==> src/mtc_pkg.sv <==
// Package for the MIDI time code decoder: item structs, message constants
// and the per-rate reciprocal constants for the frames term. No dependencies.
`timescale 1ns / 1ps

package mtc_pkg;

  localparam int MS_W    = 27;  // widest frame time in ms fits 27 bits
  localparam int FRAC_W  = 13;

  // floor(f * 1000 / fps) = (f * FRAC_MUL_x) >> FRAC_SHIFT for f below 128;
  // 29.97 uses 100000 / 2997
  localparam int FRAC_SHIFT  = 20;
  localparam int FRAC_MUL_W  = 26;
  localparam int FRAC_PROD_W = 33;

  localparam logic [FRAC_MUL_W-1:0] FRAC_MUL_24   = 26'd43690667;
  localparam logic [FRAC_MUL_W-1:0] FRAC_MUL_25   = 26'd41943040;
  localparam logic [FRAC_MUL_W-1:0] FRAC_MUL_2997 = 26'd34987521;
  localparam logic [FRAC_MUL_W-1:0] FRAC_MUL_30   = 26'd34952534;

  localparam logic [1:0] RC_24   = 2'd0;
  localparam logic [1:0] RC_25   = 2'd1;
  localparam logic [1:0] RC_2997 = 2'd2;
  localparam logic [1:0] RC_30   = 2'd3;

  localparam logic [7:0] ST_QUARTER = 8'hF1;
  localparam logic [7:0] ST_SYSEX   = 8'hF0;
  localparam logic [7:0] ST_EOX     = 8'hF7;
  localparam logic [7:0] SX_RT_ID   = 8'h7F;
  localparam logic [7:0] SX_MTC_ID  = 8'h01;
  localparam logic [3:0] FULL_LEN   = 4'd10;
  localparam logic [3:0] QUARTERS   = 4'd8;
  localparam logic [1:0] RATE_RESET = 2'd1;

  localparam logic [4:0] MS_QUARTER_SLOW = 5'd10;
  localparam logic [4:0] MS_QUARTER_FAST = 5'd8;

  typedef struct packed {
    logic [3:0] msg_length;
    logic [7:0] byte0;
    logic [7:0] byte1;
    logic [7:0] byte2;
    logic [7:0] byte3;
    logic [7:0] byte4;
    logic [7:0] byte5;
    logic [7:0] byte6;
    logic [7:0] byte7;
    logic [7:0] byte8;
    logic [7:0] byte9;
  } mtc_msg_t;

  typedef struct packed {
    logic [4:0] hours;
    logic [6:0] minutes;
    logic [6:0] seconds;
    logic [6:0] frames;
    logic [1:0] rate;
  } tc_frame_t;

  typedef struct packed {
    logic        recognized;
    logic        position_loaded;
    logic [31:0] head_ms;
    tc_frame_t   frame;
  } mtc_result_t;

endpackage

==> src/mtc_msg_if.sv <==
// Input channel: one MIDI message per beat with valid/ready.
// Standalone, no package dependency.
`timescale 1ns / 1ps

interface mtc_msg_if;
  logic       valid;
  logic       ready;
  logic [3:0] msg_length;
  logic [7:0] byte0;
  logic [7:0] byte1;
  logic [7:0] byte2;
  logic [7:0] byte3;
  logic [7:0] byte4;
  logic [7:0] byte5;
  logic [7:0] byte6;
  logic [7:0] byte7;
  logic [7:0] byte8;
  logic [7:0] byte9;

  modport source (output valid, msg_length, byte0, byte1, byte2, byte3, byte4,
                  byte5, byte6, byte7, byte8, byte9, input ready);
  modport sink (input valid, msg_length, byte0, byte1, byte2, byte3, byte4,
                byte5, byte6, byte7, byte8, byte9, output ready);
endinterface

==> src/mtc_tc_if.sv <==
// Output channel: decoded time code per beat with valid/ready.
// Standalone, no package dependency.
`timescale 1ns / 1ps

interface mtc_tc_if;
  logic        valid;
  logic        ready;
  logic        recognized;
  logic        position_loaded;
  logic [31:0] head_ms;
  logic [4:0]  cur_hours;
  logic [6:0]  cur_minutes;
  logic [6:0]  cur_seconds;
  logic [6:0]  cur_frames;
  logic [1:0]  cur_rate;

  modport source (output valid, recognized, position_loaded, head_ms, cur_hours,
                  cur_minutes, cur_seconds, cur_frames, cur_rate, input ready);
  modport sink (input valid, recognized, position_loaded, head_ms, cur_hours,
                cur_minutes, cur_seconds, cur_frames, cur_rate, output ready);
endinterface

==> src/mtc_frame_ms.sv <==
// Converts an hh:mm:ss:ff time code frame to milliseconds.
// Depends on mtc_pkg (frame struct, per-rate reciprocal constants).
`timescale 1ns / 1ps

module mtc_frame_ms
  import mtc_pkg::*;
(
  input  tc_frame_t        frame,
  output logic [MS_W-1:0]  ms
);

  logic [FRAC_MUL_W-1:0]  frac_mul;
  logic [FRAC_PROD_W-1:0] frac_prod;
  logic [FRAC_W-1:0]      frac;

  always_comb begin
    unique case (frame.rate)
      RC_24:   frac_mul = FRAC_MUL_24;
      RC_25:   frac_mul = FRAC_MUL_25;
      RC_2997: frac_mul = FRAC_MUL_2997;
      RC_30:   frac_mul = FRAC_MUL_30;
    endcase
  end

  assign frac_prod = FRAC_PROD_W'(frame.frames) * FRAC_PROD_W'(frac_mul);
  assign frac = frac_prod[FRAC_SHIFT +: FRAC_W];

  assign ms = MS_W'(frame.hours)   * MS_W'(3600000)
            + MS_W'(frame.minutes) * MS_W'(60000)
            + MS_W'(frame.seconds) * MS_W'(1000)
            + MS_W'(frac);

endmodule

==> src/mtc_core.sv <==
// Decoder state and next-state logic: quarter-frame assembly, full-frame
// load and head tracking. Depends on mtc_pkg and mtc_frame_ms.
`timescale 1ns / 1ps

module mtc_core
  import mtc_pkg::*;
#(
  parameter int HEAD_WIDTH = 32
) (
  input  logic        clk,
  input  logic        rst,
  input  logic        step,
  input  mtc_msg_t    msg,
  output mtc_result_t res
);

  typedef enum logic [1:0] {
    DIR_NONE = 2'd0,
    DIR_FWD  = 2'd1,
    DIR_BACK = 2'd2
  } dir_t;

  typedef enum logic [2:0] {
    QF_FRAME_LO = 3'd0,
    QF_FRAME_HI = 3'd1,
    QF_SEC_LO   = 3'd2,
    QF_SEC_HI   = 3'd3,
    QF_MIN_LO   = 3'd4,
    QF_MIN_HI   = 3'd5,
    QF_HOUR_LO  = 3'd6,
    QF_HOUR_HI  = 3'd7
  } qf_kind_t;

  localparam int HX_W = (HEAD_WIDTH > 32) ? HEAD_WIDTH : 32;

  logic [7:0]            last_data, last_data_next;
  dir_t                  order_dir, order_dir_next;
  logic [3:0]            quarter_count, quarter_count_next;
  logic                  first_seen, first_seen_next;
  logic                  last_seen, last_seen_next;
  logic [4:0]            asm_frames, asm_frames_next;
  logic [5:0]            asm_seconds, asm_seconds_next;
  logic [5:0]            asm_minutes, asm_minutes_next;
  logic [4:0]            asm_hours, asm_hours_next;
  logic [1:0]            asm_rate, asm_rate_next;
  tc_frame_t             frame_now, frame_now_next;
  logic [HEAD_WIDTH-1:0] head_pos, head_pos_next, head_adv;

  logic                  is_quarter, is_full, loaded;
  logic [3:0]            kind;
  logic [MS_W-1:0]       load_ms;
  logic [HX_W-1:0]       head_ext;

  assign kind = msg.byte1[7:4];
  assign is_quarter = (msg.byte0 == ST_QUARTER);
  assign is_full = (msg.byte0 == ST_SYSEX) && (msg.msg_length == FULL_LEN) &&
                   (msg.byte1 == SX_RT_ID) && (msg.byte2 == SX_RT_ID) &&
                   (msg.byte3 == SX_MTC_ID) && (msg.byte4 == SX_MTC_ID) &&
                   (msg.byte9 == ST_EOX);

  always_comb begin
    last_data_next     = last_data;
    order_dir_next     = order_dir;
    quarter_count_next = quarter_count;
    first_seen_next    = first_seen;
    last_seen_next     = last_seen;
    asm_frames_next    = asm_frames;
    asm_seconds_next   = asm_seconds;
    asm_minutes_next   = asm_minutes;
    asm_hours_next     = asm_hours;
    asm_rate_next      = asm_rate;
    frame_now_next     = frame_now;
    loaded             = 1'b0;
    head_adv           = head_pos;

    if (is_quarter) begin
      if (order_dir == DIR_NONE && quarter_count > 4'd1) begin
        if (last_data[7:4] < kind) begin
          order_dir_next = DIR_FWD;
        end else if (last_data[7:4] > kind) begin
          order_dir_next = DIR_BACK;
        end
      end
      head_adv = head_pos + HEAD_WIDTH'(frame_now.rate[1] ? MS_QUARTER_FAST
                                                           : MS_QUARTER_SLOW);
      last_data_next = msg.byte1;
      if (!kind[3]) begin
        unique case (qf_kind_t'(kind[2:0]))
          QF_FRAME_LO: begin
            asm_frames_next = {1'b0, msg.byte1[3:0]};
            first_seen_next = 1'b1;
          end
          QF_FRAME_HI: asm_frames_next  = asm_frames | {msg.byte1[0], 4'b0};
          QF_SEC_LO:   asm_seconds_next = {2'b0, msg.byte1[3:0]};
          QF_SEC_HI:   asm_seconds_next = asm_seconds | {msg.byte1[1:0], 4'b0};
          QF_MIN_LO:   asm_minutes_next = {2'b0, msg.byte1[3:0]};
          QF_MIN_HI:   asm_minutes_next = asm_minutes | {msg.byte1[1:0], 4'b0};
          QF_HOUR_LO:  asm_hours_next   = {1'b0, msg.byte1[3:0]};
          QF_HOUR_HI: begin
            asm_hours_next = asm_hours | {msg.byte1[0], 4'b0};
            asm_rate_next  = msg.byte1[2:1];
            last_seen_next = 1'b1;
          end
          default: ;
        endcase
        if (quarter_count < QUARTERS) begin
          quarter_count_next = quarter_count + 4'd1;
        end
        loaded = (quarter_count_next >= QUARTERS) &&
                 (((kind[2:0] == QF_FRAME_LO) && order_dir_next == DIR_BACK &&
                   last_seen_next) ||
                  ((kind[2:0] == QF_HOUR_HI) && order_dir_next == DIR_FWD &&
                   first_seen_next));
      end
      if (loaded) begin
        frame_now_next.hours   = asm_hours_next;
        frame_now_next.minutes = {1'b0, asm_minutes_next};
        frame_now_next.seconds = {1'b0, asm_seconds_next};
        frame_now_next.frames  = 7'(asm_frames_next) + 7'd2;
        frame_now_next.rate    = asm_rate_next;
        asm_frames_next    = '0;
        asm_seconds_next   = '0;
        asm_minutes_next   = '0;
        asm_hours_next     = '0;
        asm_rate_next      = RATE_RESET;
        order_dir_next     = DIR_NONE;
        quarter_count_next = '0;
        first_seen_next    = 1'b0;
        last_seen_next     = 1'b0;
      end
    end else if (is_full) begin
      loaded = 1'b1;
      frame_now_next.hours   = msg.byte5[4:0];
      frame_now_next.rate    = msg.byte5[6:5];
      frame_now_next.minutes = msg.byte6[6:0];
      frame_now_next.seconds = msg.byte7[6:0];
      frame_now_next.frames  = msg.byte8[6:0];
    end
  end

  mtc_frame_ms u_frame_ms (
    .frame (frame_now_next),
    .ms    (load_ms)
  );

  assign head_pos_next = loaded ? HEAD_WIDTH'(load_ms) : head_adv;
  assign head_ext = HX_W'(head_pos_next);

  assign res.recognized      = is_quarter || is_full;
  assign res.position_loaded = loaded;
  assign res.head_ms         = head_ext[31:0];
  assign res.frame           = frame_now_next;

  always_ff @(posedge clk) begin
    if (rst) begin
      last_data     <= '0;
      order_dir     <= DIR_NONE;
      quarter_count <= '0;
      first_seen    <= 1'b0;
      last_seen     <= 1'b0;
      asm_frames    <= '0;
      asm_seconds   <= '0;
      asm_minutes   <= '0;
      asm_hours     <= '0;
      asm_rate      <= RATE_RESET;
      frame_now     <= '{hours: '0, minutes: '0, seconds: '0, frames: '0,
                         rate: RATE_RESET};
      head_pos      <= '0;
    end else if (step) begin
      last_data     <= last_data_next;
      order_dir     <= order_dir_next;
      quarter_count <= quarter_count_next;
      first_seen    <= first_seen_next;
      last_seen     <= last_seen_next;
      asm_frames    <= asm_frames_next;
      asm_seconds   <= asm_seconds_next;
      asm_minutes   <= asm_minutes_next;
      asm_hours     <= asm_hours_next;
      asm_rate      <= asm_rate_next;
      frame_now     <= frame_now_next;
      head_pos      <= head_pos_next;
    end
  end

  a_count_sat: assert property (@(posedge clk) disable iff (rst)
    quarter_count <= QUARTERS)
    else $error("quarter count above saturation");

  a_qf_clear: assert property (@(posedge clk) disable iff (rst)
    step && is_quarter && loaded |=> quarter_count == '0 && order_dir == DIR_NONE)
    else $error("assembly not cleared after quarter-frame load");

  a_other_hold: assert property (@(posedge clk) disable iff (rst)
    step && !is_quarter && !is_full |=> $stable(head_pos) && $stable(frame_now))
    else $error("unrecognized message changed state");

  a_full_keeps_asm: assert property (@(posedge clk) disable iff (rst)
    step && is_full |=> $stable(quarter_count) && $stable(last_data))
    else $error("full frame disturbed quarter-frame assembly");

endmodule

==> src/midi_timecode_decoder.sv <==
// MIDI time code decoder. A message beat is registered in the input register and
// then processed by mtc_core into the result register, from which its result beat
// is offered; a stalled output can hold it in the input register between the two.
// Throughput: one message per cycle while tc_out is not stalled. While a result
// waits, the input register takes one more beat and then holds msg_in.ready low.
// Reset (rst, synchronous): empties both registers, clears time and head, rate 25 fps.
`timescale 1ns / 1ps

module midi_timecode_decoder
  import mtc_pkg::*;
#(
  parameter int HEAD_WIDTH = 32
) (
  input  logic clk,
  input  logic rst,
  mtc_msg_if.sink  msg_in,
  mtc_tc_if.source tc_out
);

  mtc_msg_t    item;
  logic        item_valid;
  mtc_result_t res_next, res;
  logic        out_valid;
  logic        advance, step;

  assign advance = !out_valid || tc_out.ready;
  assign step = item_valid && advance;
  assign msg_in.ready = !item_valid || advance;

  always_ff @(posedge clk) begin
    if (rst) begin
      item_valid <= 1'b0;
      out_valid  <= 1'b0;
    end else begin
      if (msg_in.ready) begin
        item_valid <= msg_in.valid;
      end
      if (advance) begin
        out_valid <= item_valid;
      end
    end
  end

  always_ff @(posedge clk) begin
    if (msg_in.valid && msg_in.ready) begin
      item <= '{msg_length: msg_in.msg_length, byte0: msg_in.byte0,
                byte1: msg_in.byte1, byte2: msg_in.byte2, byte3: msg_in.byte3,
                byte4: msg_in.byte4, byte5: msg_in.byte5, byte6: msg_in.byte6,
                byte7: msg_in.byte7, byte8: msg_in.byte8, byte9: msg_in.byte9};
    end
    if (step) begin
      res <= res_next;
    end
  end

  mtc_core #(
    .HEAD_WIDTH (HEAD_WIDTH)
  ) u_core (
    .clk  (clk),
    .rst  (rst),
    .step (step),
    .msg  (item),
    .res  (res_next)
  );

  assign tc_out.valid           = out_valid;
  assign tc_out.recognized      = res.recognized;
  assign tc_out.position_loaded = res.position_loaded;
  assign tc_out.head_ms         = res.head_ms;
  assign tc_out.cur_hours       = res.frame.hours;
  assign tc_out.cur_minutes     = res.frame.minutes;
  assign tc_out.cur_seconds     = res.frame.seconds;
  assign tc_out.cur_frames      = res.frame.frames;
  assign tc_out.cur_rate        = res.frame.rate;

  a_no_drop: assert property (@(posedge clk) disable iff (rst)
    item_valid && out_valid && !tc_out.ready |-> !msg_in.ready)
    else $error("input taken while pipeline blocked");

  a_step_fills: assert property (@(posedge clk) disable iff (rst)
    step |=> out_valid)
    else $error("processed beat did not reach output register");

  a_idle_empty: assert property (@(posedge clk) disable iff (rst)
    !item_valid && advance |=> !out_valid)
    else $error("result invented without input");

endmodule

==> src/flat_wrapper.sv <==
// flat-port wrapper written by rule: the top's interface ports become plain ports
module midi_timecode_decoder_flat import mtc_pkg::*;
#(
  parameter int HEAD_WIDTH = 32
)
  (clk, rst, msg_in_valid, msg_in_msg_length, msg_in_byte0, msg_in_byte1, msg_in_byte2, msg_in_byte3, msg_in_byte4, msg_in_byte5, msg_in_byte6, msg_in_byte7, msg_in_byte8, msg_in_byte9, msg_in_ready, tc_out_valid, tc_out_recognized, tc_out_position_loaded, tc_out_head_ms, tc_out_cur_hours, tc_out_cur_minutes, tc_out_cur_seconds, tc_out_cur_frames, tc_out_cur_rate, tc_out_ready);
  mtc_msg_if msg_in_i ();
  mtc_tc_if tc_out_i ();
  input  logic clk;
  input  logic rst;
  input wire logic [$bits(msg_in_i.valid)-1:0] msg_in_valid;
  input wire logic [$bits(msg_in_i.msg_length)-1:0] msg_in_msg_length;
  input wire logic [$bits(msg_in_i.byte0)-1:0] msg_in_byte0;
  input wire logic [$bits(msg_in_i.byte1)-1:0] msg_in_byte1;
  input wire logic [$bits(msg_in_i.byte2)-1:0] msg_in_byte2;
  input wire logic [$bits(msg_in_i.byte3)-1:0] msg_in_byte3;
  input wire logic [$bits(msg_in_i.byte4)-1:0] msg_in_byte4;
  input wire logic [$bits(msg_in_i.byte5)-1:0] msg_in_byte5;
  input wire logic [$bits(msg_in_i.byte6)-1:0] msg_in_byte6;
  input wire logic [$bits(msg_in_i.byte7)-1:0] msg_in_byte7;
  input wire logic [$bits(msg_in_i.byte8)-1:0] msg_in_byte8;
  input wire logic [$bits(msg_in_i.byte9)-1:0] msg_in_byte9;
  output wire logic [$bits(msg_in_i.ready)-1:0] msg_in_ready;
  output wire logic [$bits(tc_out_i.valid)-1:0] tc_out_valid;
  output wire logic [$bits(tc_out_i.recognized)-1:0] tc_out_recognized;
  output wire logic [$bits(tc_out_i.position_loaded)-1:0] tc_out_position_loaded;
  output wire logic [$bits(tc_out_i.head_ms)-1:0] tc_out_head_ms;
  output wire logic [$bits(tc_out_i.cur_hours)-1:0] tc_out_cur_hours;
  output wire logic [$bits(tc_out_i.cur_minutes)-1:0] tc_out_cur_minutes;
  output wire logic [$bits(tc_out_i.cur_seconds)-1:0] tc_out_cur_seconds;
  output wire logic [$bits(tc_out_i.cur_frames)-1:0] tc_out_cur_frames;
  output wire logic [$bits(tc_out_i.cur_rate)-1:0] tc_out_cur_rate;
  input wire logic [$bits(tc_out_i.ready)-1:0] tc_out_ready;
  assign msg_in_i.valid = msg_in_valid;
  assign msg_in_i.msg_length = msg_in_msg_length;
  assign msg_in_i.byte0 = msg_in_byte0;
  assign msg_in_i.byte1 = msg_in_byte1;
  assign msg_in_i.byte2 = msg_in_byte2;
  assign msg_in_i.byte3 = msg_in_byte3;
  assign msg_in_i.byte4 = msg_in_byte4;
  assign msg_in_i.byte5 = msg_in_byte5;
  assign msg_in_i.byte6 = msg_in_byte6;
  assign msg_in_i.byte7 = msg_in_byte7;
  assign msg_in_i.byte8 = msg_in_byte8;
  assign msg_in_i.byte9 = msg_in_byte9;
  assign msg_in_ready = msg_in_i.ready;
  assign tc_out_valid = tc_out_i.valid;
  assign tc_out_recognized = tc_out_i.recognized;
  assign tc_out_position_loaded = tc_out_i.position_loaded;
  assign tc_out_head_ms = tc_out_i.head_ms;
  assign tc_out_cur_hours = tc_out_i.cur_hours;
  assign tc_out_cur_minutes = tc_out_i.cur_minutes;
  assign tc_out_cur_seconds = tc_out_i.cur_seconds;
  assign tc_out_cur_frames = tc_out_i.cur_frames;
  assign tc_out_cur_rate = tc_out_i.cur_rate;
  assign tc_out_i.ready = tc_out_ready;
  midi_timecode_decoder #(.HEAD_WIDTH(HEAD_WIDTH)) u_core (.clk(clk), .rst(rst), .msg_in(msg_in_i), .tc_out(tc_out_i));
endmodule
==> config.mk <==
export PLATFORM = sky130hd
export DESIGN_NAME = midi_timecode_decoder_flat
export DESIGN_NICKNAME = d
export VERILOG_FILES = /design/src/mtc_pkg.sv /design/src/mtc_msg_if.sv /design/src/mtc_tc_if.sv /design/src/mtc_frame_ms.sv /design/src/mtc_core.sv /design/src/midi_timecode_decoder.sv /design/src/flat_wrapper.sv
export SDC_FILE = /design/constraint.sdc
export NUM_CORES = 1
export LEC_CHECK = 0
export ABC_CLOCK_PERIOD_IN_PS = 31200
export BUFFER_PORTS_ARGS = -buffer_cell sky130_fd_sc_hd__buf_4
export CAP_MARGIN = 5
export CORE_UTILIZATION = 49
export CTS_CLUSTER_SIZE = 25
export DETAILED_ROUTE_END_ITERATION = 10
export HOLD_SLACK_MARGIN = 0.12
export PLACE_DENSITY = 0.67
export SLEW_MARGIN = 40
export SYNTH_ARGS = -nofsm -noshare
export SYNTH_HDL_FRONTEND = slang
export SYNTH_HIERARCHICAL = 1
export SYNTH_SLANG_ARGS = --single-unit
==> constraint.sdc <==
create_clock -name clk -period 31.2 [get_ports clk]
set_clock_uncertainty 0.05 [all_clocks]
set_input_delay 4.68 -clock clk [delete_from_list [all_inputs] [get_ports clk]]
set_output_delay 4.68 -clock clk [all_outputs]
set_load 0.02 [all_outputs]
==> results.py <==
metrics = {
    "cts": {
        "clock_latency_ns": 0.58,
        "cts-htree-levels": 1,
        "cts_tree": "yes",
        "cts_made_buffers": 27,
        "cts.path.max_buffers": 3,
        "postCtsSetupBuffers": 0,
        "clockRootBuffer": "clkbuf_16",
        "cts_sinks": 240,
        "clk_pin_slew_worst_paths_ns": 0.06,
        "ctsResizeCount": 0,
        "cts-hold-fix-buffers": 0,
    },
    "yosys": {
        "synth_nets": 2525,
        "yosys_warnings": 6,
        "syn_inst": 2057,
        "avgSynthCellArea_um2": 9.79,
        "synthesis.area_um2": 20100,
    },
    "global_route": {
        "grt.overflow.total": 0,
        "grt_max_degree": 78,
        "antenna_found_initial": 0,
        "grt_pass1_wl_um": 77700,
        "grt_pass1_vias": 14900,
        "grt.total_usage": 0.235,
    },
    "pwr": {
        "netSwitchingFraction": 0.233,
        "p_per_area_nw_per_um2": 30.6,
        "intPower_w": 0.000532,
        "seq_power_share": 0.509,
        "leakage_nw": 10.8,
        "switching_power_w": 0.000161,
        "vdd_ir_drop_max_uv": 43.7,
        "clockPowerShare": 0.440,
        "comb_power_share": 0.050,
    },
    "final_layout": {
        "mostFrequentLayoutCells": "290 x inv_1, 229 x ha_1, 181 x nand2_1",
        "final_common_cell": "inv_1",
        "layout-drive-gt1-share": 0.119,
        "area_growth_pct": 12.7,
        "diodes": 0,
        "postLayoutCoreUtil": 0.566,
        "fin_nets": 2659,
    },
    "drt": {
        "ant_nets": 0,
        "viasPerCell": 5.50,
        "wire_per_inst_um": 17.7,
        "num_vias": 15100,
        "drt_wl_total_um": 48300,
        "drc_errors": 0,
        "drt_iter0_markers": 932,
        "dr.pass1.iters": 5,
    },
    "timing": {
        "setup_viol": 0,
        "finalMaxSlewViolations": 0,
        "rsz0062_at_grt": "no",
        "finalHoldViolCount": 0,
        "relSlewSlack": 0.463,
        "fin_crit_sh": 0.400,
        "max_freq_ghz": 0.0800,
        "tns_ns": 0,
        "tightestPinTransition_ns": 0.806,
        "min_period_ns": 12.49,
    },
    "floorplanning": {
        "fp.coreArea_um2": 40100,
        "dieArea_um2": 41900,
        "die_w_um": 205,
        "ios": 152,
        "std_cell_rows": 73,
        "initial_core_util": 0.502,
        "die_h_um": 205,
    },
    "flow_run": {
        "cap_violations": 0,
    },
    "worst_setup_path": {
        "crit_required_ns": 31.63,
        "critPathMostFrequentCell": "fa_1",
        "critPathMaxFanout": 20,
        "cp.arrival_ns": 12.93,
        "ff2ff_path_depth": 44,
        "path_class": "reg -> reg",
        "crit_path_start_kind": "register",
        "slowest_delay_ns": 0.58,
        "cp_slowest_cell": "edfxtp_1",
        "critPathCaptureType": "register",
    },
    "outcome": {
        "status": "finished, final reports clean",
    },
    "place": {
        "port_buffers": 147,
        "hpwlAfterDp_um": 38200,
        "gp_congestion": 0.937,
    },
    "min_path": {
        "hold_depth": 2,
        "min_path_type": "reg -> reg",
    },
}
worst max-delay path, delay by kind of cell (launching register included):
family                   cells  cell delay (ns)
AO/OA/AOI/OAI               20             4.80
flip-flops                   1             0.58
AND/OR/NAND/NOR              7             1.73
XOR/XNOR                     1             0.18
buffers and inverters        5             0.80
adder cells (fa/ha/maj)     11             4.26
power groups by stage:
stage	registers [W]	clock network, W	logic, W
final	0.000353	0.000305	0.0000350
after global routing	0.000354	0.000324	0.0000376
after CTS	0.000353	0.000314	0.0000348
after detailed placement	0.000360	0	0.0000348
after global placement	0.000359	0	0.0000344
after floorplan	0.000361	0	0.0000134
flip-flops by register name, summed over array words and instances (netlist names), 2 cells and up:
register,cells
u_core/item,80
u_core/tc_out.head_ms,32
u_core/u_core/head_pos,32
u_core/u_core/frame_now,28
u_core/tc_out.cur_frames,7
u_core/tc_out.cur_minutes,7
u_core/tc_out.cur_seconds,7
u_core/u_core/asm_minutes,6
u_core/u_core/asm_seconds,6
u_core/tc_out.cur_hours,5
u_core/u_core/asm_frames,5
u_core/u_core/asm_hours,5
u_core/u_core/last_data,4
u_core/u_core/quarter_count,4
u_core/tc_out.cur_rate,2
u_core/u_core/asm_rate,2
u_core/u_core/order_dir,2
area by class of cell:
class / count / area (um2)
clock inverters: 14 / 97.6
inverters: 292 / 1100
repair buffers: 169 / 1300
fillers: 3476 / 17400
flip-flops and latches: 240 / 6230
multi-input cells: 1461 / 12600
clock buffers: 36 / 751
well taps: 525 / 657
path summary, 6_finish.rpt:
| check | slack [ns] | startpoint | endpoint |
|---|---|---|---|
| setup reg to reg | 18.71 | u_core/item[69] | u_core/u_core/head_pos[25] |
| setup / recovery | 18.71 | u_core/item[69] | u_core/u_core/head_pos[25] |
| hold / removal | 0.40 | u_core/u_core/frame_now[0] | u_core/u_core/frame_now[0] |
| hold reg to reg | 0.40 | u_core/u_core/frame_now[0] | u_core/u_core/frame_now[0] |
metrics by stage:
| step | setup slack (ns) | hold WS, ns | power [W] | cells | cell area (um2) |
|---|---|---|---|---|---|
| after floorplan | 20.49 | 0.375 | 0.000374 | 2057 | 20100 |
| after global placement | 18.99 | 0.385 | 0.000394 | 2684 | 21800 |
| after detailed placement | 18.85 | 0.391 | 0.000395 | 2686 | 21800 |
| after CTS | 18.81 | 0.400 | 0.000702 | 2736 | 22700 |
| after global routing | 17.93 | 0.416 | 0.000716 | 2737 | 22700 |
| final | 18.71 | 0.400 | 0.000693 | 2737 | 22700 |
per-layer routing:
layer,part of all wire,global-route usage,vias to the layer above,wire (um)
met5,0,0,-,0
met4,0.020,0.0541,0,969
met3,0.045,0.0272,59,2190
met2,0.47,0.388,361,22800
met1,0.46,0.329,7301,22300
li1,-,-,7340,-
No activity file was read; power rests on OpenSTA's default activity.
